## src/design/cartridge_bank_switch_mapper_defines.svh

```systemverilog
// Assertion helpers for the cartridge mapper.
// Both expect clk and rst_n in the scope where they are used.
`ifndef CARTRIDGE_BANK_SWITCH_MAPPER_DEFINES_SVH
`define CARTRIDGE_BANK_SWITCH_MAPPER_DEFINES_SVH

// same-cycle implication
`define CBSM_ASSERT_NOW(label, ante, cons, msg) \
  label: assert property (@(posedge clk) disable iff (!rst_n) (ante) |-> (cons)) \
    else $error(msg);

// next-cycle implication
`define CBSM_ASSERT_NEXT(label, ante, cons, msg) \
  label: assert property (@(posedge clk) disable iff (!rst_n) (ante) |=> (cons)) \
    else $error(msg);

`endif

```

## src/design/cbsm_pkg.sv

```systemverilog
package cbsm_pkg;

  localparam int ROM_ADDR_BITS_DEF = 16;
  localparam int RAM_BYTES_DEF     = 2048;
  localparam int SLOT_COUNT_DEF    = 4;

  localparam int CFG_IDX_W  = 2;
  localparam int CFG_DATA_W = 4;

  localparam logic [CFG_IDX_W-1:0] CFG_BANK_MODE = 2'd0;
  localparam logic [CFG_IDX_W-1:0] CFG_EXTRA_RAM = 2'd1;

  localparam logic [3:0] MODE_2K      = 4'd0;
  localparam logic [3:0] MODE_4K      = 4'd1;
  localparam logic [3:0] MODE_8K      = 4'd2;
  localparam logic [3:0] MODE_12K     = 4'd3;
  localparam logic [3:0] MODE_16K     = 4'd4;
  localparam logic [3:0] MODE_32K     = 4'd5;
  localparam logic [3:0] MODE_DELAYED = 4'd6;
  localparam logic [3:0] MODE_QUAD1K  = 4'd7;
  localparam logic [3:0] MODE_DATA2K  = 4'd8;
  localparam logic [3:0] MODE_TWOBANK = 4'd9;
  localparam logic [3:0] MODE_RAM2K   = 4'd10;
  localparam logic [3:0] MODE_COUNTER = 4'd11;
  localparam logic [3:0] MODE_RAM1K   = 4'd12;

  localparam logic [2:0] TGT_NONE    = 3'd0;
  localparam logic [2:0] TGT_ROM_RD  = 3'd1;
  localparam logic [2:0] TGT_RAM_RD  = 3'd2;
  localparam logic [2:0] TGT_RAM_WR  = 3'd3;
  localparam logic [2:0] TGT_COUNTER = 3'd4;

  localparam logic [2:0] RAM_PAGE_START = 3'd4;

  typedef struct packed {
    logic [12:0] address;
    logic        is_write;
    logic [7:0]  write_data;
  } in_t;

  typedef struct packed {
    logic [2:0]  target;
    logic [15:0] target_offset;
    logic [3:0]  counter_value;
  } out_t;

  // slot base loaded on reset and on every mode write
  function automatic logic [15:0] mode_init(input logic [3:0] mode);
    logic [15:0] base;
    unique case (mode)
      MODE_8K:      base = 16'h1000;
      MODE_12K:     base = 16'h2000;
      MODE_32K:     base = 16'h7000;
      MODE_QUAD1K:  base = 16'h1c00;
      MODE_DATA2K:  base = 16'h1800;
      MODE_TWOBANK: base = 16'h1000;
      MODE_RAM2K:   base = 16'h3800;
      default:      base = 16'h0000;
    endcase
    return base;
  endfunction

  // number of slots splitting the 0x1000-0x1FFF window
  function automatic logic [2:0] mode_slots(input logic [3:0] mode);
    logic [2:0] n;
    unique case (mode)
      MODE_2K, MODE_DATA2K, MODE_RAM2K, MODE_RAM1K: n = 3'd2;
      MODE_QUAD1K:                                  n = 3'd4;
      default:                                      n = 3'd1;
    endcase
    return n;
  endfunction

endpackage

```

## src/design/cartridge_bank_switch_mapper.sv

```systemverilog
// Cartridge bank-switch mapper. Each request is one 13-bit CPU bus access and
// yields one result: no response (also for hotspots), a ROM read offset, an
// extra-RAM read or write offset, or the bank-counter read of counting mode.
// One request is accepted every clock while in_stall is low; a request sits in the
// input register, where the decode and the slot/page/counter updates happen, and
// its result is then held in the result register. A hotspot's update is visible to
// the very next request. Mode writes on the configuration port reload the slot
// bases, RAM page and bank counter; the port is always ready and must only be used
// while no request is in flight.
`include "cartridge_bank_switch_mapper_defines.svh"

module cartridge_bank_switch_mapper #(
  parameter int ROM_ADDR_BITS = cbsm_pkg::ROM_ADDR_BITS_DEF,
  parameter int RAM_BYTES     = cbsm_pkg::RAM_BYTES_DEF,
  parameter int SLOT_COUNT    = cbsm_pkg::SLOT_COUNT_DEF
) (
  input  logic                            clk,
  input  logic                            rst_n,
  input  logic                            in_valid,
  output logic                            in_stall,
  input  cbsm_pkg::in_t                   in_data,
  output logic                            out_valid,
  input  logic                            out_stall,
  output cbsm_pkg::out_t                  out_data,
  input  logic                            cfg_valid,
  output logic                            cfg_ready,
  input  logic [cbsm_pkg::CFG_IDX_W-1:0]  cfg_index,
  input  logic [cbsm_pkg::CFG_DATA_W-1:0] cfg_data
);

  localparam int SLOT_W = (SLOT_COUNT > 1) ? $clog2(SLOT_COUNT) : 1;
  localparam logic [1:0]  LAST_SLOT = 2'(SLOT_COUNT - 1);
  localparam logic [15:0] ROM_MASK  = 16'((32'd1 << ROM_ADDR_BITS) - 32'd1);
  localparam logic [15:0] RESET_BASE = cbsm_pkg::mode_init(cbsm_pkg::MODE_4K);

  // request pipeline
  logic           in_valid_r, in_valid_nxt;
  cbsm_pkg::in_t  in_data_r, in_data_nxt;
  logic           out_valid_r, out_valid_nxt;
  cbsm_pkg::out_t out_data_r, out_data_nxt;
  logic           accept, advance, cfg_we;

  // mapper state
  logic [3:0]               bank_mode_r, bank_mode_nxt;
  logic                     extra_ram_on_r, extra_ram_on_nxt;
  logic [ROM_ADDR_BITS-1:0] slot_base_r [SLOT_COUNT];
  logic [ROM_ADDR_BITS-1:0] slot_base_nxt [SLOT_COUNT];
  logic [2:0]               ram_page_r, ram_page_nxt;
  logic [3:0]               bank_counter_r, bank_counter_nxt;
  logic [15:0]              init_base;

  // decode
  logic [3:0]     mode_eff;
  logic [12:0]    a;
  logic           w;
  logic [7:0]     d;
  cbsm_pkg::out_t res;
  logic           sh_en;
  logic [12:0]    sh_lo, sh_hi, sh_diff, q_off;
  logic [3:0]     cnt_inc;
  logic [2:0]     nslots;
  logic [1:0]     rom_sel;
  logic [15:0]    rom_ofs, rom_sum;
  logic           slot_we, page_we, cnt_we;
  logic [1:0]     slot_sel;
  logic [15:0]    slot_wdata;
  logic [2:0]     page_wdata;

  // assertion terms
  logic           mem_tgt, cnt_tgt, mode_we, start_vals;

  // x mod RAM_BYTES for x below 2048 and RAM_BYTES of at least 256
  function automatic logic [10:0] ram_mod(input logic [10:0] x);
    logic [13:0] r;
    r = 14'(x);
    for (int k = 2; k >= 0; k--) begin
      if (r >= (14'(RAM_BYTES) << k)) begin
        r = r - (14'(RAM_BYTES) << k);
      end
    end
    return r[10:0];
  endfunction

  assign cfg_ready = 1'b1;
  assign cfg_we    = cfg_valid && cfg_ready;
  assign advance   = in_valid_r && (!out_valid_r || !out_stall);
  assign in_stall  = in_valid_r && !advance;
  assign accept    = in_valid && !in_stall;
  assign out_valid = out_valid_r;
  assign out_data  = out_data_r;

  always_comb begin
    in_valid_nxt  = in_valid_r;
    in_data_nxt   = in_data_r;
    out_valid_nxt = out_valid_r && out_stall;
    out_data_nxt  = out_data_r;
    if (advance) begin
      in_valid_nxt  = 1'b0;
      out_valid_nxt = 1'b1;
      out_data_nxt  = res;
    end
    if (accept) begin
      in_valid_nxt = 1'b1;
      in_data_nxt  = in_data;
    end
  end

  always_comb begin
    mode_eff = (bank_mode_r > cbsm_pkg::MODE_RAM1K) ? cbsm_pkg::MODE_4K : bank_mode_r;
    a = in_data_r.address;
    w = in_data_r.is_write;
    d = in_data_r.write_data;

    res        = '0;
    slot_we    = 1'b0;
    slot_sel   = '0;
    slot_wdata = '0;
    page_we    = 1'b0;
    page_wdata = ram_page_r;
    cnt_we     = 1'b0;

    // 4K-bank hotspot ranges
    sh_en = 1'b1;
    sh_lo = 13'h1ff8;
    sh_hi = 13'h1ff9;
    unique case (mode_eff)
      cbsm_pkg::MODE_8K:  sh_hi = 13'h1ff9;
      cbsm_pkg::MODE_12K: sh_hi = 13'h1ffa;
      cbsm_pkg::MODE_16K: sh_lo = 13'h1ff6;
      cbsm_pkg::MODE_32K: begin
        sh_lo = 13'h1ff4;
        sh_hi = 13'h1ffb;
      end
      default: sh_en = 1'b0;
    endcase
    sh_diff = a - sh_lo;
    q_off   = a - 13'h1fe0;
    cnt_inc = bank_counter_r + 4'd1;

    // ROM slot select from the window split
    nslots = cbsm_pkg::mode_slots(mode_eff);
    unique case (nslots)
      3'd4: begin
        rom_sel = a[11:10];
        rom_ofs = {6'b0, a[9:0]};
      end
      3'd2: begin
        rom_sel = {1'b0, a[11]};
        rom_ofs = {5'b0, a[10:0]};
      end
      default: begin
        rom_sel = 2'd0;
        rom_ofs = {4'b0, a[11:0]};
      end
    endcase
    if (rom_sel > LAST_SLOT) begin
      rom_sel = LAST_SLOT;
    end
    rom_sum = 16'(slot_base_r[rom_sel[SLOT_W-1:0]]) + rom_ofs;

    if (extra_ram_on_r && w && a >= 13'h1000 && a <= 13'h107f) begin
      res.target        = cbsm_pkg::TGT_RAM_WR;
      res.target_offset = 16'(ram_mod({4'b0, a[6:0]}));
    end else if (extra_ram_on_r && !w && a >= 13'h1080 && a <= 13'h10ff) begin
      res.target        = cbsm_pkg::TGT_RAM_RD;
      res.target_offset = 16'(ram_mod({4'b0, a[6:0]}));
    end else if (mode_eff == cbsm_pkg::MODE_12K && w && a >= 13'h1000 && a <= 13'h10ff) begin
      res.target        = cbsm_pkg::TGT_RAM_WR;
      res.target_offset = 16'(ram_mod({3'b0, a[7:0]}));
    end else if (mode_eff == cbsm_pkg::MODE_12K && !w && a >= 13'h1100 && a <= 13'h11ff) begin
      res.target        = cbsm_pkg::TGT_RAM_RD;
      res.target_offset = 16'(ram_mod({3'b0, a[7:0]}));
    end else if (mode_eff == cbsm_pkg::MODE_RAM1K && w && a >= 13'h1400 && a <= 13'h17ff) begin
      res.target        = cbsm_pkg::TGT_RAM_WR;
      res.target_offset = 16'(ram_mod({1'b0, a[9:0]}));
    end else if (mode_eff == cbsm_pkg::MODE_RAM1K && !w && a >= 13'h1000 && a <= 13'h13ff) begin
      res.target        = cbsm_pkg::TGT_RAM_RD;
      res.target_offset = 16'(ram_mod({1'b0, a[9:0]}));
    end else if (sh_en && a >= sh_lo && a <= sh_hi) begin
      slot_we    = 1'b1;
      slot_wdata = {1'b0, sh_diff[2:0], 12'b0};
    end else if (mode_eff == cbsm_pkg::MODE_QUAD1K && a >= 13'h1fe0 && a <= 13'h1ff7) begin
      slot_we    = 1'b1;
      slot_sel   = q_off[4:3];
      slot_wdata = {3'b0, q_off[2:0], 10'b0};
    end else if (mode_eff == cbsm_pkg::MODE_DATA2K && w && a <= 13'h003f) begin
      slot_we    = 1'b1;
      slot_wdata = {3'b0, d[1:0], 11'b0};
    end else if (mode_eff == cbsm_pkg::MODE_TWOBANK && a >= 13'h0200 && a <= 13'h027f) begin
      slot_we    = 1'b1;
      slot_wdata = {3'b0, a[6], 12'b0};
    end else if (mode_eff == cbsm_pkg::MODE_RAM2K && a >= 13'h1fe0 && a <= 13'h1fe7) begin
      slot_we    = 1'b1;
      slot_wdata = {2'b0, a[2:0], 11'b0};
    end else if (mode_eff == cbsm_pkg::MODE_RAM2K && a >= 13'h1fe8 && a <= 13'h1feb) begin
      page_we    = 1'b1;
      page_wdata = {1'b1, a[1:0]};
    end else if (mode_eff == cbsm_pkg::MODE_RAM2K && w && a >= 13'h1800 && a <= 13'h18ff) begin
      res.target        = cbsm_pkg::TGT_RAM_WR;
      res.target_offset = 16'(ram_mod({ram_page_r, a[7:0]}));
    end else if (mode_eff == cbsm_pkg::MODE_RAM2K && !w && a >= 13'h1900 && a <= 13'h19ff) begin
      res.target        = cbsm_pkg::TGT_RAM_RD;
      res.target_offset = 16'(ram_mod({ram_page_r, a[7:0]}));
    end else if (mode_eff == cbsm_pkg::MODE_COUNTER && a == 13'h1ff0) begin
      cnt_we     = 1'b1;
      slot_we    = 1'b1;
      slot_wdata = {cnt_inc, 12'b0};
    end else if (mode_eff == cbsm_pkg::MODE_COUNTER && !w && a == 13'h1fec) begin
      res.target        = cbsm_pkg::TGT_COUNTER;
      res.counter_value = bank_counter_r;
    end else if (!w && a >= 13'h1000) begin
      res.target        = cbsm_pkg::TGT_ROM_RD;
      res.target_offset = rom_sum & ROM_MASK;
    end
  end

  always_comb begin
    init_base        = cbsm_pkg::mode_init(cfg_data);
    bank_mode_nxt    = bank_mode_r;
    extra_ram_on_nxt = extra_ram_on_r;
    ram_page_nxt     = ram_page_r;
    bank_counter_nxt = bank_counter_r;
    slot_base_nxt    = slot_base_r;
    if (cfg_we && cfg_index == cbsm_pkg::CFG_BANK_MODE) begin
      // mode change: reload start values
      bank_mode_nxt    = cfg_data;
      ram_page_nxt     = cbsm_pkg::RAM_PAGE_START;
      bank_counter_nxt = '0;
      for (int i = 0; i < SLOT_COUNT; i++) begin
        slot_base_nxt[i] = init_base[ROM_ADDR_BITS-1:0];
      end
    end else if (advance) begin
      if (page_we) begin
        ram_page_nxt = page_wdata;
      end
      if (cnt_we) begin
        bank_counter_nxt = cnt_inc;
      end
      // slots past SLOT_COUNT never match: drop those updates
      for (int i = 0; i < SLOT_COUNT; i++) begin
        if (slot_we && slot_sel == 2'(i)) begin
          slot_base_nxt[i] = slot_wdata[ROM_ADDR_BITS-1:0];
        end
      end
    end
    if (cfg_we && cfg_index == cbsm_pkg::CFG_EXTRA_RAM) begin
      extra_ram_on_nxt = cfg_data[0];
    end
  end

  always_ff @(posedge clk) begin
    if (!rst_n) begin
      in_valid_r     <= 1'b0;
      out_valid_r    <= 1'b0;
      bank_mode_r    <= cbsm_pkg::MODE_4K;
      extra_ram_on_r <= 1'b0;
      ram_page_r     <= cbsm_pkg::RAM_PAGE_START;
      bank_counter_r <= '0;
      for (int i = 0; i < SLOT_COUNT; i++) begin
        slot_base_r[i] <= RESET_BASE[ROM_ADDR_BITS-1:0];
      end
    end else begin
      in_valid_r     <= in_valid_nxt;
      out_valid_r    <= out_valid_nxt;
      bank_mode_r    <= bank_mode_nxt;
      extra_ram_on_r <= extra_ram_on_nxt;
      ram_page_r     <= ram_page_nxt;
      bank_counter_r <= bank_counter_nxt;
      slot_base_r    <= slot_base_nxt;
    end
  end

  always_ff @(posedge clk) begin
    in_data_r  <= in_data_nxt;
    out_data_r <= out_data_nxt;
  end

  assign mem_tgt    = out_data.target inside {cbsm_pkg::TGT_ROM_RD, cbsm_pkg::TGT_RAM_RD,
                                              cbsm_pkg::TGT_RAM_WR};
  assign cnt_tgt    = out_data.target == cbsm_pkg::TGT_COUNTER;
  assign mode_we    = cfg_we && cfg_index == cbsm_pkg::CFG_BANK_MODE;
  assign start_vals = ram_page_r == cbsm_pkg::RAM_PAGE_START && bank_counter_r == '0;

  `CBSM_ASSERT_NOW(a_ofs_zero, out_valid && !mem_tgt, out_data.target_offset == '0, "stray offset")
  `CBSM_ASSERT_NOW(a_count_zero, out_valid && !cnt_tgt, out_data.counter_value == '0, "stray count")
  `CBSM_ASSERT_NOW(a_stall_cause, in_stall, in_valid_r && out_valid_r && out_stall, "bad stall")
  `CBSM_ASSERT_NEXT(a_mode_reload, mode_we, start_vals, "no reload on mode write")

endmodule

```

## config.mk

```make
export PLATFORM = sky130hd
export DESIGN_NAME = cartridge_bank_switch_mapper
export DESIGN_NICKNAME = d
export VERILOG_FILES = /design/src/design/cbsm_pkg.sv /design/src/design/cartridge_bank_switch_mapper.sv
export VERILOG_INCLUDE_DIRS = /design/src /design/src/design
export SDC_FILE = /design/constraint.sdc
export NUM_CORES = 1
export LEC_CHECK = 0
export BUFFER_PORTS_ARGS = -buffer_cell sky130_fd_sc_hd__buf_2
export CORE_ASPECT_RATIO = 1.5
export CORE_MARGIN = 3
export CORE_UTILIZATION = 46
export CTS_CLUSTER_DIAMETER = 60
export DETAILED_ROUTE_END_ITERATION = 8
export PLACE_DENSITY = 0.66
export SYNTH_ARGS = -nofsm -noshare
export SYNTH_HDL_FRONTEND = slang
export SYNTH_SLANG_ARGS = --single-unit
```

## constraint.sdc

```tcl
create_clock -name clk -period 7 [get_ports clk]
set_input_delay 1.4 -clock clk [delete_from_list [all_inputs] [get_ports clk]]
set_output_delay 1.4 -clock clk [all_outputs]
set_load 0.005 [all_outputs]
```

==> results of run 1 <==
-- cell usage in the layout, fill, tap and decap left out, types with 7 or more instances in the layout --
cell type / synthesis / layout
a21oi_1: 26 / 26
a31oi_1: 9 / 9
and2_1: 14 / 14
and3_1: 10 / 10
buf_2: 4 / 51
clkbuf_16: 0 / 11
dfxtp_1: 37 / 37
edfxtp_1: 39 / 39
ha_1: 10 / 10
inv_1: 15 / 15
mux2i_1: 7 / 7
nand2_1: 39 / 39
nand3_1: 14 / 14
nand3b_1: 7 / 7
nor2_1: 31 / 31
nor2b_1: 12 / 12
o21ai_0: 11 / 11
xor2_1: 11 / 11
-- synth_stat cells, types with 4 or more instances --
| cell | number |
|---|---|
| nor3_1 | 6 |
| o21ai_0 | 11 |
| nor2_1 | 31 |
| and2_1 | 14 |
| a21oi_1 | 26 |
| nor2b_1 | 12 |
| o21a_1 | 4 |
| a31oi_1 | 9 |
| nand2_1 | 39 |
| buf_2 | 4 |
| clkbuf_1 | 11 |
| and3_1 | 10 |
| mux2i_1 | 7 |
| inv_1 | 15 |
| nand4_1 | 4 |
| dfxtp_1 | 37 |
| mux4_2 | 6 |
| xor2_1 | 11 |
| ha_1 | 10 |
| nand3b_1 | 7 |
| edfxtp_1 | 39 |
| nand3_1 | 14 |
-- stage by stage --
step	hold slack [ns]	worst slack [ns]	utilization (%)	power, mW
6_report	0.455	3.25	55.7	1.09
3_5_place_dp	0.447	3.22	51.8	0.593
4_1_cts	0.457	3.20	55.7	1.10
3_3_place_gp	0.437	3.24	51.8	0.590
5_1_grt	0.485	2.97	55.7	1.13
2_1_floorplan	0.429	3.74	-	0.561
-- critical path: cells and delay by family (launching register included) --
kind / cells / cell delay (ns)
mux: 1 / 0.49
buf+inv: 3 / 0.27
simple gates: 4 / 0.85
flops: 1 / 0.50
fa+ha+maj: 4 / 1.26
xor+xnor: 1 / 0.13
-- area by class of cell --
cell class	count	area, µm²
Clock buffer	13	293
Clock inverter	3	45.0
Fill cell	773	3790
Inverter	17	63.8
Multi-Input combinational cell	298	2060
Sequential cell	76	1910
Tap cell	107	134
Timing Repair Buffer	53	270
-- final timing paths --
kind | startpoint | endpoint | slack (ns) | cells past startpoint
worst min register to register | slot_base_r[14] | slot_base_r[14] | 0.46 | 2
worst max register to register | bank_mode_r[3] | out_data[18] | 3.25 | 13
worst max-delay path | bank_mode_r[3] | out_data[18] | 3.25 | 13
worst min-delay path | slot_base_r[14] | slot_base_r[14] | 0.46 | 2
-- flip-flops by register name, indices dropped and copies added, names as in the netlist --
register / cells
extra_ram_on_r: 1
slot_base_r: 24
out_valid: 1
w: 1
d: 2
in_valid_r: 1
ram_page_r: 2
bank_mode_r: 4
bank_counter_r: 4
a: 13
out_data: 23
-- layer usage --
layer	vias to the layer above	track usage, %
li1	1603	-
met1	1565	23.2
met2	83	33.8
met3	18	3.99
met4	0	9.20
met5	-	0
-- power by group through the flow --
stage | sequential, mW | clock, mW | combinational, mW
CTS | 0.505 | 0.512 | 0.0788
global placement | 0.514 | 0 | 0.0762
detailed placement | 0.514 | 0 | 0.0783
global route | 0.508 | 0.535 | 0.0877
floorplan | 0.504 | 0 | 0.0574
finish | 0.505 | 0.507 | 0.0779
-- kinds of logic (layout without fill, tap and decap cells) --
family                     Yosys count  count (layout)
and+or+nand+nor                    173             173
muxes                               13              13
xor gates and xnor gates            14              14
AOI/OAI and AO/OA                   84              84
DFF                                 76              76
buffers and inverters               38              86
other                                1               1
adders and majority gates           13              13
==> run summary, run 1 <==
Period utilisation layout = 53.6%
Worst-path clk slew = 0.06 ns
Critical path fanouts, max = 9
Max Freq = 267 MHz
Synthesized area per cell = 10.0 µm²
Resized cells post-CTS = 0
Ys flop type = edfxtp_1
Leakage = 1.84 nW
Port Buffers = 51
Slowest-stage cell, CP = dfxtp_1
Largest family of logic cells by synthesized area = simple AND/OR/NAND/NOR gates
Residual DRC = 0
Synth Area in Adders = 4.24%
Post-synth EDFFs = 39
All-layer global routing usage = 19.5%
Cells after synthesis = 412
Hold Violations, Final = 0
DR vias = 3269
Cell area after synthesis = 0.00413 mm²
Sequential share of power = 46.4%
Largest area contributor in the synthesized netlist = edfxtp_1
Number of primary I/O pins = 59
Unrepaired setup endpoints after global routing = false
Highest metal used = met4
WP data arrival = 3.83 ns
Via density = 5.77
# hold bufs at CTS = 0
Maxcap violations = 0
Net Sw Frac = 21.8%
Count of different cell masters after synthesis = 74
# rows = 41
Area growth from synthesis to layout = 15.5%
RePlAce Congestion = 0.913
Fin cells = 567
Root buffer cell = clkbuf_16
Most used cell, CP = inv_1
Crit. End Element = register
Crit path kind = reg -> reg
Worst Path Required = 7.08 ns
Logic pwr share = 7.1%
Initial antenna violation count = 0
HP Class = reg -> reg
Final Cell Area = 0.00477 mm²
Slew margin rel. = 30.8%
XOR/XNOR share of the synthesized area = 2.97%
Worst-margin pin slew = 1.04 ns
Met3 routed WL = 418 µm
Sequential fraction of the synthesis area = 46.3%
Area of the die = 0.0102 mm²
Clk sinks = 76
Syn. warnings = 0
Drt total wl = 9410 µm
Power Density = 228 mW/mm²
Synth Area in Compound Gates = 13.5%
Int Power = 0.852 mW
Initial drt markers = 229
Wire length of the first global-routing pass = 15600 µm
Setup tns final = 0 ns
Total setup buffers inserted after CTS = 0
M1 wire length = 3850 µm
Total grt overflow = 0
P_sw = 0.238 mW
Status = complete, no violations
CTS buffer count = 9
# placed instances = 551
Met2 WL post-DR = 4930 µm
CTS tree = built
Chip width = 83.4 µm
Clock power share = 46.5%
Drt wl/cell = 16.6 µm
Layout cell share with drive strength beyond 1 = 20.2%
Critical-path cell list = inv_1 -> maj3_1 -> nor2_1 -> inv_1 -> ha_1 -> nand3b_1 -> mux4_2 -> ha_1 -> inv_1 -> fa_1 -> nand3b_1 -> xor2_1 -> nor2_1
Number of global-route vias before repair = 3212
Startpoint types = register
Final setup viols = 0
Final number of max-transition violations = 0
Detail Route Antenna Nets = 0
Clock Path Buffers = 2
Minimum clock period after layout = 3.75 ns
Initial Util = 48.2%
Post-synthesis mux area share = 4.97%
Fin nets = 500
Simple-gate portion of the synthesized area = 23.7%
Area fraction of the dominant cell type after synthesis = 28.3%
Chip Height = 122 µm
Largest net degree at the start of global routing = 35
Core area = 0.00857 mm²
Ant. Diodes = 0
DP HPWL = 6950 µm
Worst-skew pair later-pin latency = 0.34 ns
Skew final = 0.00735 ns
Detailed Routing Iterations Pass 1 = 4
Syn Nets = 457
DP Area = 0.00444 mm²
Async set or reset register ratio after synthesis = 0%
H-tree Lvls = 3
VDD IR-drop max = 0.150 mV
Synth Register Bits = 76
Top cells by area, synth = edfxtp_1 28%, dfxtp_1 18%, nand2_1 3.5%
Slowest Stage Delay on Critical Path = 0.50 ns
(Power assumes the default switching activity.)
==> run 2, diff against run 1 <==
--- a/config.mk
+++ b/config.mk
@@ -6,13 +6,14 @@
 export SDC_FILE = /design/constraint.sdc
 export NUM_CORES = 1
 export LEC_CHECK = 0
+export ABC_AREA = 1
 export BUFFER_PORTS_ARGS = -buffer_cell sky130_fd_sc_hd__buf_2
 export CORE_ASPECT_RATIO = 1.5
 export CORE_MARGIN = 3
 export CORE_UTILIZATION = 46
 export CTS_CLUSTER_DIAMETER = 60
 export DETAILED_ROUTE_END_ITERATION = 8
-export PLACE_DENSITY = 0.66
+export PLACE_DENSITY = 0.68
 export SYNTH_ARGS = -nofsm -noshare
 export SYNTH_HDL_FRONTEND = slang
 export SYNTH_SLANG_ARGS = --single-unit
==> constraint.sdc (replaced) <==
create_clock -name clk -period 3.3 [get_ports clk]
set_input_delay 0.66 -clock clk [delete_from_list [all_inputs] [get_ports clk]]
set_output_delay 0.66 -clock clk [all_outputs]
set_load 0.005 [all_outputs]
==> run 2 against run 1 <==
Effect of this change:
- critical path depth up 4
- non-clock buffer count grew 12
- sequential power is 110% higher
- worst setup slack got worse by 3.0 ns
- global-route usage up 3.4 points
- wire length rose by 28%
- first-iteration DRC count is 35% higher
- via count increased by 30%
- flip-flop and latch count did not move
- clock power up 91%
- clock skew is essentially flat
==> run summary, run 2 <==
Critical path fanouts, max = 6 (-3)
Synth Register Bits = 76 (unchanged)
Number of primary I/O pins = 59 (unchanged)
Synthesized area per cell = 7.25 µm² (-28%)
Root buffer cell = clkbuf_16
Clk sinks = 76 (unchanged)
Most used cell, CP = inv_1
Final number of max-transition violations = 0 (unchanged)
Skew final = 0.00757 ns (+0.000218 ns)
Via density = 5.31 (-7.9%)
Number of global-route vias before repair = 4063 (+26%)
Minimum clock period after layout = 3.05 ns (-0.699 ns)
Async set or reset register ratio after synthesis = 0% (unchanged)
Hold_ws = 0.448 ns (-0.00690 ns)
Total grt overflow = 0 (unchanged)
Sequential fraction of the synthesis area = 42.3% (-3.9 points)
CTS tree = built
Drt total wl = 12000 µm (+28%)
Largest area contributor in the synthesized netlist = edfxtp_1
Crit path kind = reg -> reg
Critical-path cell list = inv_1 -> nand4_1 -> inv_2 -> a21oi_2 -> ha_1 -> inv_1 -> nand2_2 -> inv_4 -> o21ai_0 -> o22ai_1 -> ha_2 -> inv_1 -> fa_1 -> nor2_2 -> nand2_1 -> nand2_1 -> a21oi_1
Count of different cell masters after synthesis = 42 (-43%)
Detailed Routing Iterations Pass 1 = 6 (+2)
Residual DRC = 0 (unchanged)
Crit. End Element = register
Slew margin rel. = 58.8% (+28 points)
Hold Path Depth = 2 (unchanged)
Worst r2r src = bank_mode_r[2]
RePlAce Congestion = 1.00 (+9.9%)
Count leader, synth = nand2_1
Cells after synthesis = 623 (+51%)
CTS buffer count = 9 (unchanged)
Hold Violations, Final = 0 (unchanged)
Core area = 0.00942 mm² (+9.9%)
Syn. warnings = 0 (unchanged)
Status = complete, no violations
H-tree Lvls = 3 (unchanged)
Worst-path clk slew = 0.06 ns (about the same)
Cell area after synthesis = 0.00452 mm² (+9.3%)
Max Freq = 328 MHz (+23%)
# rows = 43 (+4.9%)
All-layer global routing usage = 22.9% (+3.4 points)
Area of the multi-input gates = 0.00214 mm² (+4.3%)
Initial drt markers = 310 (+35%)
Largest register FFs = 24 (unchanged)
Layout cell share with drive strength beyond 1 = 17.9% (-2.3 points)
# hold bufs at CTS = 0 (unchanged)
Worst Path Required = 3.38 ns (-3.70 ns)
WP data arrival = 3.13 ns (-0.70 ns)
Post-synth EDFFs = 39 (unchanged)
Most common library cells after synthesis = 138 x nand2_1, 102 x inv_1, 77 x nor2_1, 55 x nand3_1, 39 x edfxtp_1
Commonest non-fill, non-tap cell in the layout = nand2_1
Fin nets = 731 (+46%)
DP HPWL = 9580 µm (+38%)
Power Density = 428 mW/mm² (+87%)
Top cells by area, synth = edfxtp_1 26%, dfxtp_1 16%, nand2_1 11%
Syn Nets = 668 (+46%)
Initial Util = 48.0% (-0.25 points)
Area of the die = 0.0111 mm² (+8.8%)
Chip Height = 127 µm (+4.3%)
Ant. Diodes = 0 (unchanged)
Slowest Stage Delay on Critical Path = 0.39 ns (-0.11 ns)
Period utilisation layout = 92.5% (+39 points)
Wire length of the first global-routing pass = 19500 µm (+25%)
Area growth from synthesis to layout = 16.8%
Port Buffers = 51 (unchanged)
Area fraction of the dominant cell type after synthesis = 25.9% (-2.4 points)
VDD IR-drop max = 0.311 mV (+110%)
Maxcap violations = 0 (unchanged)
Leakage = 2.53 nW (+37%)
Final setup viols = 0 (unchanged)
Register Area = 0.00192 mm² (+0.39%)
Largest reg by FF count = slot_base_r
Hold Crit Start = slot_base_r[47]
Pwr Total = 2.26 mW (+110%)
Slowest-stage cell, CP = dfxtp_2
Clock Path Buffers = 2 (unchanged)
HP Class = reg -> reg
Drt wl/cell = 15.0 µm (-9.6%)
Startpoint types = register
Chip width = 86.9 µm (+4.2%)
Ys flop type = edfxtp_1
Largest net degree at the start of global routing = 25 (-29%)
DR vias = 4266 (+30%)
Initial antenna violation count = 0 (unchanged)
Worst-margin pin slew = 0.611 ns (-0.424 ns)
R2r worst-path depth = 17 (+4)
Fillers = 875 (+13%)
Worst-skew pair later-pin latency = 0.34 ns (about the same)
CP startpoint = bank_mode_r[2]
Leading cell types in the layout, fill and taps excluded = 135 x nand2_1, 101 x inv_1, 75 x nor2_1
Detail Route Antenna Nets = 0 (unchanged)
## run 2: cell types whose count changed after synthesis, moves of 14 or more
cell	before	now
nor2_1	31	77
o21ai_0	11	32
nand2_1	39	138
inv_1	15	102
and2_1	14	0
nand3_1	14	55
## run 2: final cells by class
| class | instances | area share (%) |
|---|---|---|
| multi-input combinational | 423 | 40.6 |
| sequential | 76 | 36.4 |
| inverter | 111 | 7.99 |
| timing repair buffer | 65 | 6.83 |
| clock buffer | 10 | 4.34 |
| tap | 112 | 2.66 |
| clock inverter | 6 | 1.19 |
## run 2: final timing paths
kind | endpoint | slack [ns]
max | out_data[18] | 0.25
min | slot_base_r[47] | 0.45
max reg2reg | out_data[18] | 0.25
min reg2reg | slot_base_r[47] | 0.45
## run 2: repair_timing
action	CTS	global route
setup buffers	0	2
resized for setup	2	14
pin swaps	0	5
endpoints found under the setup margin	2	4
## run 2: cell families (layout without fill, tap and decap cells)
family	Yosys count	count (layout)	synth area share, %
and+or+nand+nor	324	324	32.4
xor gates and xnor gates	4	4	0.776
DFF	76	76	42.3
buffers and inverters	124	192	10.7
other	1	1	0.0830
AOI/OAI and AO/OA	82	82	10.0
adders and majority gates	12	12	3.66
## run 2: where the power goes
part           internal (mW)  leakage, nW  switching (mW)
Combinational         0.0755         1.70           0.142
Clock                  0.585        0.147           0.385
Sequential              1.03        0.680          0.0352
## run 2: per-layer routing
layer	up-vias	share of wire, %	wire [µm]	track usage [%]
met3	35	3.9	468	3.29
met1	1964	38	4630	25.5
met5	-	0	0	0
met4	0	4.2	507	12.1
met2	114	53	6440	41.2
li1	2153	-	-	-
## run 2: critical path: cells and delay by family (launching register included)
family                   cells  cell delay (ns)
AO/OA/AOI/OAI                4             0.55
adder cells (fa/ha/maj)      3             0.92
buffers and inverters        5             0.43
flip-flops                   1             0.39
AND/OR/NAND/NOR              5             0.53
## run 2: stage by stage
step / cell area (µm²) / setup WS [ns] / TNS [ns] / std cells / util, %
2_1_floorplan: 4520 / 0.251 / 0 / 623 / -
3_5_place_dp: 4940 / -0.0299 / -0.0335 / 785 / 52.4
6_report: 5280 / 0.247 / 0 / 803 / 56.1
5_1_grt: 5280 / -0.0152 / -0.0187 / 803 / 56.1
3_3_place_gp: 4940 / 0.135 / 0 / 785 / 52.4
4_1_cts: 5230 / 0.00335 / 0 / 801 / 55.6
